**src/sv/dtv_pkg.sv**
```systemverilog
// ----------------------------------------------------------------------------
// dtv_pkg: shared types and constants of the drum and tone voice synth
// Voice classes, queue item, configuration bundle, sequencer states and the
// fixed-point constants used by the front and back halves.
// ----------------------------------------------------------------------------
package dtv_pkg;

  localparam int COUNT_BITS       = 22;
  localparam int SINE_TABLE_DEPTH = 1024;
  localparam int SINE_ADDR_BITS   = $clog2(SINE_TABLE_DEPTH);
  localparam logic [15:0] SINE_MASK =
    16'(((1 << SINE_ADDR_BITS) - 1) << (16 - SINE_ADDR_BITS));

  localparam int QUEUE_DEPTH = 2;
  localparam int QPTR_BITS   = $clog2(QUEUE_DEPTH);
  localparam int QCNT_BITS   = $clog2(QUEUE_DEPTH + 1);

  localparam logic [23:0] ENV_FULL         = 24'hFFFFFF;
  localparam logic [23:0] KICK_DECAY       = 24'd16771130;
  localparam logic [23:0] HAT_DECAY        = 24'd16762005;
  localparam logic [23:0] SWEEP_DECAY      = 24'd16774174;
  localparam logic [23:0] TONE_DECAY_RESET = 24'd16775999;

  localparam int ATTACK_LEN     = 441;
  localparam int ATTACK_BITS    = $clog2(ATTACK_LEN);
  localparam int LEVEL_ONE      = 1024;

  localparam logic [14:0] HASH_MUL_LO = 15'd20077;  // low 15 bits of 1103515245
  localparam logic [14:0] HASH_ADD    = 15'd12345;

  // reciprocals: x/5 as (x*OMIX_RECIP)>>26, x/25 as (x*GAIN_RECIP)>>28,
  // x/127 as (x*DIV127_RECIP)>>33, x/441 as (x*ATK_RECIP)>>34 (x below 2^25),
  // exact over the operand ranges used
  localparam logic [23:0] OMIX_RECIP   = 24'd13421773;
  localparam logic [23:0] GAIN_RECIP   = 24'd10737419;
  localparam logic [26:0] DIV127_RECIP = 27'd67637281;
  localparam logic [25:0] ATK_RECIP    = 26'd38956620;
  localparam logic signed [25:0] DIV127_BIAS = 26'sd33292288;  // 127 * 2^18

  typedef enum logic [1:0] {
    REG_REVERENCE   = 2'd0,
    REG_ABSTRACTION = 2'd1,
    REG_TONE_DECAY  = 2'd2
  } reg_index_e;

  typedef enum logic [1:0] {
    VOICE_KICK,
    VOICE_HAT,
    VOICE_TONE
  } voice_e;

  typedef struct packed {
    logic        note_start;
    voice_e      voice;
    logic [30:0] step;
    logic [6:0]  velocity;
  } item_t;

  typedef struct packed {
    logic [10:0] reverence;
    logic [10:0] abstraction;
    logic [23:0] tone_decay;
  } cfg_t;

  typedef struct packed {
    logic full;
    logic empty;
  } queue_stat_t;

  typedef enum logic [5:0] {
    ST_IDLE, ST_GAIN_MUL, ST_GAIN_SET,
    ST_KICK_MUL, ST_KICK_PHASE, ST_KICK_OSC, ST_SWEEP_SET,
    ST_HAT_MUL, ST_HAT_OSC,
    ST_TONE_MIX, ST_TONE_SINE, ST_TONE_OCT,
    ST_TONE_SUM0, ST_TONE_SUM1, ST_TONE_SUM2, ST_TONE_SUM3,
    ST_SIN_SQ, ST_SIN_T1, ST_SIN_T2, ST_SIN_T3, ST_SIN_Y,
    ST_AMP_MUL, ST_AMP_SET, ST_ATK_LOAD, ST_ATK_Q1, ST_ATK_LO, ST_ATK_SET,
    ST_VEL_MUL, ST_OSC_MUL, ST_DIV127, ST_LEFT, ST_RIGHT, ST_OUT
  } seq_state_e;

  function automatic logic [30:0] top_octave_step(input logic [3:0] idx);
    logic [30:0] s;
    case (idx)
      4'd0:    s = 31'd815363807;
      4'd1:    s = 31'd863847866;
      4'd2:    s = 31'd915214890;
      4'd3:    s = 31'd969636443;
      4'd4:    s = 31'd1027293983;
      4'd5:    s = 31'd1088380142;
      4'd6:    s = 31'd1153098581;
      4'd7:    s = 31'd1221665381;
      4'd8:    s = 31'd1294309404;
      4'd9:    s = 31'd1371272980;
      4'd10:   s = 31'd1452813111;
      4'd11:   s = 31'd1539201885;
      default: s = 31'd0;
    endcase
    return s;
  endfunction

  // octave = p/12 by reciprocal (p*43)>>9, exact for 7-bit p
  function automatic logic [30:0] pitch_step(input logic [6:0] p);
    logic [12:0] scaled;
    logic [3:0]  oct;
    logic [6:0]  rem;
    scaled = 13'(p) * 13'd43;
    oct    = scaled[12:9];
    rem    = p - 7'(7'(oct) * 7'd12);
    return top_octave_step(rem[3:0]) >> (4'd10 - oct);
  endfunction

  function automatic logic signed [15:0] sat16(input logic signed [19:0] v);
    logic signed [15:0] r;
    if (v > 20'sd32767) begin
      r = 16'sh7FFF;
    end else if (v < -20'sd32768) begin
      r = -16'sh8000;
    end else begin
      r = v[15:0];
    end
    return r;
  endfunction

endpackage

```
**src/sv/dtv_note_if.sv**
```systemverilog
// ----------------------------------------------------------------------------
// dtv_note_if: note tick channel
// Valid/ready channel carrying start flag, pitch and velocity of one tick.
// ----------------------------------------------------------------------------
interface dtv_note_if;
  logic       valid;
  logic       ready;
  logic       note_start;
  logic [6:0] pitch;
  logic [6:0] velocity;

  modport source (output valid, note_start, pitch, velocity, input ready);
  modport sink   (input valid, note_start, pitch, velocity, output ready);
endinterface

```
**src/sv/dtv_front.sv**
```systemverilog
// ----------------------------------------------------------------------------
// dtv_front: tick intake and voice classification
// Accepts note ticks, picks kick, hat or tonal voice, looks up the phase
// step and pushes the classified item into the queue.
// ----------------------------------------------------------------------------
module dtv_front (
  dtv_note_if.sink            note_in,
  input  dtv_pkg::queue_stat_t stat_i,
  output logic                push_o,
  output dtv_pkg::item_t      item_o
);
  import dtv_pkg::*;

  voice_e voice;

  assign note_in.ready = !stat_i.full;
  assign push_o        = note_in.valid && !stat_i.full;

  always_comb begin
    if (note_in.pitch < 7'd40) begin
      voice = VOICE_KICK;
    end else if (note_in.pitch == 7'd42 || note_in.pitch == 7'd44 ||
                 note_in.pitch == 7'd46) begin
      voice = VOICE_HAT;
    end else begin
      voice = VOICE_TONE;
    end
  end

  always_comb begin
    item_o.note_start = note_in.note_start;
    item_o.voice      = voice;
    item_o.step       = pitch_step(note_in.pitch);
    item_o.velocity   = note_in.velocity;
  end

endmodule

```
**src/flat_wrapper.sv**
```systemverilog
// flat-port wrapper written by rule: the top's interface ports become plain ports
module dtv_front_flat import dtv_pkg::*;
  (stat_i, push_o, item_o, note_in_valid, note_in_note_start, note_in_pitch, note_in_velocity, note_in_ready);
  dtv_note_if note_in_i ();
  input  dtv_pkg::queue_stat_t stat_i;
  output logic push_o;
  output dtv_pkg::item_t item_o;
  input wire logic [$bits(note_in_i.valid)-1:0] note_in_valid;
  input wire logic [$bits(note_in_i.note_start)-1:0] note_in_note_start;
  input wire logic [$bits(note_in_i.pitch)-1:0] note_in_pitch;
  input wire logic [$bits(note_in_i.velocity)-1:0] note_in_velocity;
  output wire logic [$bits(note_in_i.ready)-1:0] note_in_ready;
  assign note_in_i.valid = note_in_valid;
  assign note_in_i.note_start = note_in_note_start;
  assign note_in_i.pitch = note_in_pitch;
  assign note_in_i.velocity = note_in_velocity;
  assign note_in_ready = note_in_i.ready;
  dtv_front u_core (.note_in(note_in_i), .stat_i(stat_i), .push_o(push_o), .item_o(item_o));
endmodule
```
**config.mk**
```make
export PLATFORM = sky130hd
export DESIGN_NAME = dtv_front_flat
export DESIGN_NICKNAME = d
export VERILOG_FILES = /design/src/sv/dtv_pkg.sv /design/src/sv/dtv_note_if.sv /design/src/sv/dtv_front.sv /design/src/flat_wrapper.sv
export SDC_FILE = /design/constraint.sdc
export NUM_CORES = 1
export LEC_CHECK = 0
export ABC_AREA = 1
export BUFFER_PORTS_ARGS = -buffer_cell sky130_fd_sc_hd__buf_4
export CORE_MARGIN = 2
export CORE_UTILIZATION = 40
export DETAILED_ROUTE_END_ITERATION = 10
export SYNTH_ARGS = -nofsm -noshare
export SYNTH_HDL_FRONTEND = slang
export SYNTH_SLANG_ARGS = --single-unit
```
**constraint.sdc**
```tcl
create_clock -name vclk -period 17.9
set_input_delay 3.58 -clock vclk [all_inputs]
set_output_delay 3.58 -clock vclk [all_outputs]
set_load 0.05 [all_outputs]
```
==> reports/qor.csv <==
stage;metric;value;unit
floorplanning;coreArea;7610;µm²
cells_and_area;clockBufferCount;0;
synthesis;synthXorXnorAreaFrac;0.0238;
drt;wl_per_cell;13.7;µm
status;status;complete, no violations;
grt;grt.total_usage;0.212;
setup_path;worstPathArrival;9390;ps
cells_and_area;n_sequential_cell;0;
cells_and_area;drive_above_1_share;0.154;
sta;finalCritPeriodShare;0.724;
drt;num_vias;3533;
drt;drt-total-wl;8890;µm
synthesis;yosys.area_share.adder;0.208;
synthesis;syn_area;3110;µm²
cts;hold_buffers;0;
setup_path;end_kind;primary output;
sta;period_needed;12970;ps
setup_path;cp_max_fo;33;
placement;dpl.cell_count;647;
cells_and_area;seq_area;0;µm²
grt;grt_pass1_vias;3318;
grt;antenna_found_initial;0;
cts;cts_resized;0;
synthesis;yosys_warnings;0;
sta;maxSlewHeadroom;0.185;
floorplanning;die_h;92.1;µm
grt;overflow;0;
drt;firstDrtPassIters;5;
drt;antenna_left;0;
grt;grt_pass1_wl;15300;µm
sta;final-setup-viol-count;0;
cells_and_area;multi_input_area;2670;µm²
sta;slew_viol_final;0;
sta;timing.final.hold_violations;0;
sta;tns;0;ps
placement;place_hpwl;6950;µm
cells_and_area;area_delta_synth_final;7.33;%
synthesis;synth-simple-area-share;0.598;
hold_path;holdCritStartpoint;note_in_velocity[0];
synthesis;synth_top_family_by_area;simple AND/OR/NAND/NOR gates;
synthesis;netlist_instances;537;
flow_run;maxCapViolCount;0;
setup_path;crit_type;in -> out;
synthesis;seq_area_frac_synth;0;
floorplanning;io_pins;61;
synthesis;synth_top_cell_by_area;nand3_1;
synthesis;synth_mux_area_frac;0;
floorplanning;chipWidth;92.1;µm
sta;tightest_slew;1220;ps
drt;viasPerCell;5.46;
cells_and_area;fin_nets;613;
synthesis;syn_area_per_cell;5.79;µm²
grt;grt_start_max_net_pins;34;
sta;rsz0062_at_grt;no;
setup_path;critPathRequiredTime;14320;ps
floorplanning;start_util;0.409;
hold_path;min_to;item_o[0];
drt;post-route-drc-count;0;
sta;max_freq;77.1;MHz
drt;drt_iter0_markers;259;
cells_and_area;layout_commonest_cell;nand3_1;
placement;io_buffer_count;44;
floorplanning;rows;32;
cells_and_area;fin_cells;647;
cts;post-cts-setup-buffers;0;
cells_and_area;mostFrequentLayoutCells;nand3_1 (203), nand2_1 (123), inv_1 (49), buf_4 (45), ha_1 (42);
synthesis;ys_types;32;
cells_and_area;nFillCells;851;
synthesis;synth_nets;603;
setup_path;critPathLaunchType;input pin;
synthesis;synth_compound_area_frac;0.0306;
cells_and_area;antenna_cells;0;
hold_path;hold_path.class;in -> out;
synthesis;synth_area_leaders;nand3_1 (33%), ha_1 (17%), nand2_1 (15%);
hold_path;whs_path_depth;0;
floorplanning;dieArea;8490;µm²
placement;globalplace.congestion;0.919;
synthesis;netlist.area_leader.share;0.327;
==> logic make-up after synthesis <==
family                   after synthesis
AO/OA/AOI/OAI                         13
adder cells (fa/ha/maj)               48
buffers and inverters                 89
XOR/XNOR                               5
AND/OR/NAND/NOR                      382
==> area by class of cell <==
type	count	area share
repair buffers	45	0.101
inverters	52	0.0593
multi-input cells	448	0.801
well taps	102	0.0383
==> worst max-delay path by stage <==
stage / start / endpoint / slack, ps
finish: note_in_pitch[1] / item_o[19] / 4930
global route: note_in_pitch[2] / item_o[12] / 4550
CTS: note_in_pitch[2] / item_o[19] / 5010
detailed placement: note_in_pitch[2] / item_o[19] / 5040
global placement: note_in_pitch[2] / item_o[19] / 5000
floorplan: note_in_pitch[2] / item_o[31] / 6320
==> critical path: stages <==
cell	delay (ps)
buf_4	160
ha_1	280
inv_1	50
fa_1	510
fa_1	550
inv_1	40
ha_1	310
nand2_1	70
a21oi_1	60
nor2_2	120
nand2_1	90
nand2_1	60
nand2_1	610
ha_1	1270
inv_1	710
nand3_1	300
nand3_1	140
nand3_1	170
nand2_1	90
buf_4	190
==> stage by stage <==
| step | utilization | hold slack, ps | setup WS [ps] | cell area (µm²) |
|---|---|---|---|---|
| final | 0.438 | 7160 | 4930 | 3340 |
| after global routing | 0.438 | 7160 | 4550 | 3340 |
| after CTS | 0.438 | 7160 | 5010 | 3340 |
| after detailed placement | 0.438 | 7160 | 5040 | 3340 |
| after global placement | 0.438 | 7160 | 5000 | 3340 |
| after floorplan | - | 7330 | 6320 | 3110 |
==> cell usage after synthesis, drive strengths merged <==
cell type / instances
and3: 1
fa: 6
a221oi: 1
o21ai: 5
xnor2: 2
nand4: 2
a21o: 2
o21bai: 1
clkbuf: 12
ha: 42
a21oi: 4
nor2: 20
xor2: 3
nand3b: 6
nand3: 214
buf: 25
inv: 52
nand2: 136
nor3: 3
==> layer usage <==
| metal | up-vias | track usage | part of all wire |
|---|---|---|---|
| li1 | 1818 | - | - |
| met1 | 1625 | 0.298 | 0.48 |
| met2 | 86 | 0.377 | 0.47 |
| met3 | 4 | 0.00493 | 0.039 |
| met4 | 0 | 0.0199 | 0.0057 |
| met5 | - | 0 | 0 |
Power is not shown: default switching activity piles up to over one toggle a cycle in this logic, so the estimate is an artifact.
