File: config.mk
export PLATFORM = sky130hd
export DESIGN_NAME = dtv_queue
export DESIGN_NICKNAME = d
export VERILOG_FILES = /design/src/sv/dtv_pkg.sv /design/src/sv/dtv_queue.sv
export SDC_FILE = /design/constraint.sdc
export NUM_CORES = 1
export LEC_CHECK = 0
export ABC_AREA = 1
export BUFFER_PORTS_ARGS = -buffer_cell sky130_fd_sc_hd__buf_4
export CORE_MARGIN = 2
export CORE_UTILIZATION = 40
export CTS_CLUSTER_DIAMETER = 200
export CTS_CLUSTER_SIZE = 8
export DETAILED_ROUTE_END_ITERATION = 12
export REMOVE_ABC_BUFFERS = 1
export SLEW_MARGIN = 20
export SYNTH_ARGS = -nofsm -noshare
export SYNTH_HDL_FRONTEND = slang
export SYNTH_SLANG_ARGS = --single-unit
File: constraint.sdc
create_clock -name clk_i -period 3.57 [get_ports clk_i]
set_input_delay 0.5355 -clock clk_i [delete_from_list [all_inputs] [get_ports clk_i]]
set_output_delay 0.5355 -clock clk_i [all_outputs]
set_load 0.005 [all_outputs]
File: src/sv/dtv_pkg.sv
// ----------------------------------------------------------------------------
// dtv_pkg: shared types and constants of the drum and tone voice synth
// Voice classes, queue item, configuration bundle, sequencer states and the
// fixed-point constants used by the front and back halves.
// ----------------------------------------------------------------------------
package dtv_pkg;

  localparam int COUNT_BITS       = 22;
  localparam int SINE_TABLE_DEPTH = 1024;
  localparam int SINE_ADDR_BITS   = $clog2(SINE_TABLE_DEPTH);
  localparam logic [15:0] SINE_MASK =
    16'(((1 << SINE_ADDR_BITS) - 1) << (16 - SINE_ADDR_BITS));

  localparam int QUEUE_DEPTH = 2;
  localparam int QPTR_BITS   = $clog2(QUEUE_DEPTH);
  localparam int QCNT_BITS   = $clog2(QUEUE_DEPTH + 1);

  localparam logic [23:0] ENV_FULL         = 24'hFFFFFF;
  localparam logic [23:0] KICK_DECAY       = 24'd16771130;
  localparam logic [23:0] HAT_DECAY        = 24'd16762005;
  localparam logic [23:0] SWEEP_DECAY      = 24'd16774174;
  localparam logic [23:0] TONE_DECAY_RESET = 24'd16775999;

  localparam int ATTACK_LEN     = 441;
  localparam int ATTACK_BITS    = $clog2(ATTACK_LEN);
  localparam int LEVEL_ONE      = 1024;

  localparam logic [14:0] HASH_MUL_LO = 15'd20077;  // low 15 bits of 1103515245
  localparam logic [14:0] HASH_ADD    = 15'd12345;

  // reciprocals: x/5 as (x*OMIX_RECIP)>>26, x/25 as (x*GAIN_RECIP)>>28,
  // x/127 as (x*DIV127_RECIP)>>33, x/441 as (x*ATK_RECIP)>>34 (x below 2^25),
  // exact over the operand ranges used
  localparam logic [23:0] OMIX_RECIP   = 24'd13421773;
  localparam logic [23:0] GAIN_RECIP   = 24'd10737419;
  localparam logic [26:0] DIV127_RECIP = 27'd67637281;
  localparam logic [25:0] ATK_RECIP    = 26'd38956620;
  localparam logic signed [25:0] DIV127_BIAS = 26'sd33292288;  // 127 * 2^18

  typedef enum logic [1:0] {
    REG_REVERENCE   = 2'd0,
    REG_ABSTRACTION = 2'd1,
    REG_TONE_DECAY  = 2'd2
  } reg_index_e;

  typedef enum logic [1:0] {
    VOICE_KICK,
    VOICE_HAT,
    VOICE_TONE
  } voice_e;

  typedef struct packed {
    logic        note_start;
    voice_e      voice;
    logic [30:0] step;
    logic [6:0]  velocity;
  } item_t;

  typedef struct packed {
    logic [10:0] reverence;
    logic [10:0] abstraction;
    logic [23:0] tone_decay;
  } cfg_t;

  typedef struct packed {
    logic full;
    logic empty;
  } queue_stat_t;

  typedef enum logic [5:0] {
    ST_IDLE, ST_GAIN_MUL, ST_GAIN_SET,
    ST_KICK_MUL, ST_KICK_PHASE, ST_KICK_OSC, ST_SWEEP_SET,
    ST_HAT_MUL, ST_HAT_OSC,
    ST_TONE_MIX, ST_TONE_SINE, ST_TONE_OCT,
    ST_TONE_SUM0, ST_TONE_SUM1, ST_TONE_SUM2, ST_TONE_SUM3,
    ST_SIN_SQ, ST_SIN_T1, ST_SIN_T2, ST_SIN_T3, ST_SIN_Y,
    ST_AMP_MUL, ST_AMP_SET, ST_ATK_LOAD, ST_ATK_Q1, ST_ATK_LO, ST_ATK_SET,
    ST_VEL_MUL, ST_OSC_MUL, ST_DIV127, ST_LEFT, ST_RIGHT, ST_OUT
  } seq_state_e;

  function automatic logic [30:0] top_octave_step(input logic [3:0] idx);
    logic [30:0] s;
    case (idx)
      4'd0:    s = 31'd815363807;
      4'd1:    s = 31'd863847866;
      4'd2:    s = 31'd915214890;
      4'd3:    s = 31'd969636443;
      4'd4:    s = 31'd1027293983;
      4'd5:    s = 31'd1088380142;
      4'd6:    s = 31'd1153098581;
      4'd7:    s = 31'd1221665381;
      4'd8:    s = 31'd1294309404;
      4'd9:    s = 31'd1371272980;
      4'd10:   s = 31'd1452813111;
      4'd11:   s = 31'd1539201885;
      default: s = 31'd0;
    endcase
    return s;
  endfunction

  // octave = p/12 by reciprocal (p*43)>>9, exact for 7-bit p
  function automatic logic [30:0] pitch_step(input logic [6:0] p);
    logic [12:0] scaled;
    logic [3:0]  oct;
    logic [6:0]  rem;
    scaled = 13'(p) * 13'd43;
    oct    = scaled[12:9];
    rem    = p - 7'(7'(oct) * 7'd12);
    return top_octave_step(rem[3:0]) >> (4'd10 - oct);
  endfunction

  function automatic logic signed [15:0] sat16(input logic signed [19:0] v);
    logic signed [15:0] r;
    if (v > 20'sd32767) begin
      r = 16'sh7FFF;
    end else if (v < -20'sd32768) begin
      r = -16'sh8000;
    end else begin
      r = v[15:0];
    end
    return r;
  endfunction

endpackage

File: src/sv/dtv_queue.sv
// ----------------------------------------------------------------------------
// dtv_queue: item queue between front and back
// Small register FIFO so intake and rendering stall independently.
// ----------------------------------------------------------------------------
module dtv_queue (
  input  logic                 clk_i,
  input  logic                 rst_ni,
  input  logic                 push_i,
  input  dtv_pkg::item_t       item_i,
  input  logic                 pop_i,
  output dtv_pkg::item_t       item_o,
  output dtv_pkg::queue_stat_t stat_o
);
  import dtv_pkg::*;

  item_t                mem_q [QUEUE_DEPTH];
  logic [QPTR_BITS-1:0] wr_ptr_q, wr_ptr_d;
  logic [QPTR_BITS-1:0] rd_ptr_q, rd_ptr_d;
  logic [QCNT_BITS-1:0] count_q, count_d;

  assign stat_o.full  = (count_q == QCNT_BITS'(QUEUE_DEPTH));
  assign stat_o.empty = (count_q == '0);
  assign item_o       = mem_q[rd_ptr_q];

  always_comb begin
    wr_ptr_d = wr_ptr_q;
    rd_ptr_d = rd_ptr_q;
    count_d  = count_q;
    if (push_i) begin
      wr_ptr_d = (wr_ptr_q == QPTR_BITS'(QUEUE_DEPTH - 1)) ? '0 : wr_ptr_q + 1'b1;
    end
    if (pop_i) begin
      rd_ptr_d = (rd_ptr_q == QPTR_BITS'(QUEUE_DEPTH - 1)) ? '0 : rd_ptr_q + 1'b1;
    end
    if (push_i && !pop_i) begin
      count_d = count_q + 1'b1;
    end else if (pop_i && !push_i) begin
      count_d = count_q - 1'b1;
    end
  end

  always_ff @(posedge clk_i or negedge rst_ni) begin
    if (!rst_ni) begin
      wr_ptr_q <= '0;
      rd_ptr_q <= '0;
      count_q  <= '0;
    end else begin
      wr_ptr_q <= wr_ptr_d;
      rd_ptr_q <= rd_ptr_d;
      count_q  <= count_d;
    end
  end

  always_ff @(posedge clk_i) begin
    if (push_i) begin
      mem_q[wr_ptr_q] <= item_i;
    end
  end

endmodule

==> flow_summary.toml <==
[hold_path]
hold-path-cell-count = 1
hold_path.startpoint = "item_i[9]"
min_delay_endpoint = "mem_q[0][9]"
hold_class = "primary input to flop"

[yosys]
yosys-top-cells-area = "sky130_fd_sc_hd__edfxtp_1 (73%), sky130_fd_sc_hd__mux2_4 (17%), sky130_fd_sc_hd__dfrtp_1 (3.0%)"
synth-async-reset-ratio = 0.04651
syn-mean-instance-area_um2 = 22.01
netlist_top_cells_count = "sky130_fd_sc_hd__edfxtp_1 (82), sky130_fd_sc_hd__mux2_4 (39), sky130_fd_sc_hd__inv_1 (7)"
synth-edff-count = 82
synth_top_area_share = 0.7311
postSynth.topFlopCell = "sky130_fd_sc_hd__edfxtp_1"
ys_ff_latch = 86
synthMostInstantiatedCell = "sky130_fd_sc_hd__edfxtp_1"
ys_types = 14
post_synth_instance_area_um2 = 3368
synth_largest_area_cell = "sky130_fd_sc_hd__edfxtp_1"
syn_inst = 153
ys.warnings.count = 0
seq_area_frac_synth = 0.7608

[setup_path]
path_max_fanout = 26
timing.critical_path.slowest_stage_cell = "sky130_fd_sc_hd__dfrtp_2"
number_of_buffers_and_inverters_on_the_critical_path = 2
r2r.worst_path.cells = 2
critical_path.reg2reg.startpoint = "wr_ptr_q"
crit_path_start_kind = "flop"
critical_path_arrival_ps = 1830
setup.reg_to_reg.worst_slack_ps = 1860
critical-path-top-delay-family = "flip-flops"
endpoint_kind = "output pin"
critPathRequiredTime_ps = 3030
timing.setup.critical_path_class = "flop to output pin"
reg2reg_to = "mem_q[0][39]"
cp_cell_sequence = "buf_12 -> mux2_4 -> buf_4"
largest_stage_delay_worst_path_ps = 720

[global_routing]
grt_pass1_vias = 1626
grt_pass1_wl_um = 7693
grt_max_degree = 42
track_usage = 0.1181
grt_overflow_total = 0
grt_antenna_before_repair = 0

[timing]
hold_viol = 0
final-max-slew-violation-count = 0
finalCriticalPeriod_ps = 2367
max_clock_freq_ghz = 0.4225
worst_clock_skew_ps = 5.233
setup_viol = 0
max_slew_margin = 0.3879
period_share = 0.6630
worst_slew_pin_slew_ps = 916.9
grt_setup_unrepaired = "false"
setup-tns-final_ps = 0
hold_ws_ps = 373.5

[floorplan]
die_width_um = 95.77
num_io_pins = 88
floorplan.die.height_um = 95.77
floorplan.initialDensity = 0.4120
placementRows = 33
core_um2 = 8175
fp.dieArea_um2 = 9171

[placement]
numPortBuffers = 87
dpl_cell_area_um2 = 4098
globalplace.congestion = 0.6252
detailedPlacementHpwl_um = 3491

[cts]
cts.clk_slew.worst_paths_ps = 90
clock_tree.buffer_depth = 2
number_of_buffers_added_by_the_clock_tree_synthesis_step = 9
cts_tree = "built"
clockRootBuffer = "sky130_fd_sc_hd__clkbuf_8"
post_cts.resized_instances = 0
clock_latency_ps = 340
htree_num_levels = 3
tritoncts_num_sinks = 86

[outcome]
outcome = "completed"

[finish]
antenna_cells_inserted = 0
sequential_cell_area_um2 = 2564
n_fill_cell = 687
multiInputGateArea_um2 = 695.7
finish.net_count = 295
fraction_of_final_layout_cells_with_drive_strength_greater_than_1 = 0.5827
fin_area_um2 = 4305
areaGrowthSynthToFinish_pct = 27.82

[route]
routed_wl_um = 5273
vias = 1614
dr_iter_0_viols = 82
route.detailed.vias_per_inst = 4.496
drc = 0
drt-pass1-iter-count = 4
antenna_violating_nets_left = 0
routedWlPerCell_um = 14.69

[pwr]
power.ir.vdd_worst_uv = 455.2
power_density_nw_per_um2 = 728.1
leakage_nw = 1.747

[job]
max_cap_violation_count = 0
[worst reg2reg max path, stage by stage, from the launching register on]
cell and delay (ps):
sky130_fd_sc_hd__dfrtp_1 430, sky130_fd_sc_hd__nor2_4 530, sky130_fd_sc_hd__buf_4 420
[stage by stage]
stage | power [mW] | setup slack (ps) | cells | util
after floorplan | 2.060 | 829.6 | 148 | -
after global placement | 2.515 | 1530 | 342 | 0.5012
after detailed placement | 2.522 | 1530 | 342 | 0.5012
after CTS | 3.192 | 1141 | 359 | 0.5266
after global routing | 3.312 | 1098 | 359 | 0.5266
final | 3.135 | 1203 | 359 | 0.5266
[placed cells by master, fill, tap and decap left out]
master,n
sky130_fd_sc_hd__xor2_1,2
sky130_fd_sc_hd__nor2_1,2
sky130_fd_sc_hd__inv_6,2
sky130_fd_sc_hd__nand3_1,1
sky130_fd_sc_hd__edfxtp_1,82
sky130_fd_sc_hd__inv_2,1
sky130_fd_sc_hd__xnor2_1,1
sky130_fd_sc_hd__dfrtp_1,3
sky130_fd_sc_hd__ha_1,1
sky130_fd_sc_hd__bufinv_16,1
sky130_fd_sc_hd__buf_12,1
sky130_fd_sc_hd__buf_4,88
sky130_fd_sc_hd__dlygate4sd3_1,1
sky130_fd_sc_hd__mux2_2,2
sky130_fd_sc_hd__clkbuf_8,9
sky130_fd_sc_hd__clkbuf_1,1
sky130_fd_sc_hd__mux2_4,39
sky130_fd_sc_hd__nand2_1,5
sky130_fd_sc_hd__clkinvlp_4,3
sky130_fd_sc_hd__nor2_4,1
sky130_fd_sc_hd__nand4_1,1
sky130_fd_sc_hd__dfrtp_2,1
sky130_fd_sc_hd__inv_1,6
[cells by family (layout without fill, tap and decap cells)]
group / after synthesis / after routing / synth area share
adder cells (fa/ha/maj): 1 / 1 / 0.003714
buffers and inverters: 12 / 113 / 0.03492
multiplexers: 41 / 41 / 0.1805
XOR/XNOR: 3 / 3 / 0.007802
AND/OR/NAND/NOR: 10 / 10 / 0.01226
flip-flops: 86 / 86 / 0.7608
[power by group]
part	switching (mW)	internal, mW	total, mW
Combinational	0.382	0.637	1.02
Sequential	0.108	1.34	1.45
Clock	0.336	0.328	0.664
[timing repair]
item                      4_1_cts  5_1_grt
buffers inserted                0        0
hold buffers                    1        0
hold endpoints to repair        4        0
[final cells by class]
cell class,count,share of cell area
Clock buffer,10,0.02964
Clock inverter,6,0.01627
Inverter,7,0.006103
Multi-Input combinational cell,55,0.1616
Sequential cell,86,0.5955
Tap cell,105,0.03051
Timing Repair Buffer,90,0.1604
[how the worst max path moves through the flow]
stage,start,to,slack [ps],depth (start not counted)
6_report,rd_ptr_q,item_o[40],1200,3
5_1_grt,rd_ptr_q,item_o[40],1100,3
4_1_cts,rd_ptr_q,item_o[40],1140,3
3_5_place_dp,rd_ptr_q,item_o[40],1530,3
3_3_place_gp,rd_ptr_q,item_o[40],1530,3
2_1_floorplan,push_i,mem_q[0][0],830,2
[flip-flops by register name, summed over array words and instances (netlist names)]
register	count
rd_ptr_q	1
wr_ptr_q	1
mem_q	82
count_q	2
[routing by layer]
metal	vias up	track usage	part of all wire
met5	-	0	0
met1	776	0.1425	0.40
met4	0	0.06786	0.013
met3	7	0.03132	0.079
li1	770	-	-
met2	61	0.1917	0.50
(Power assumes the default switching activity.)
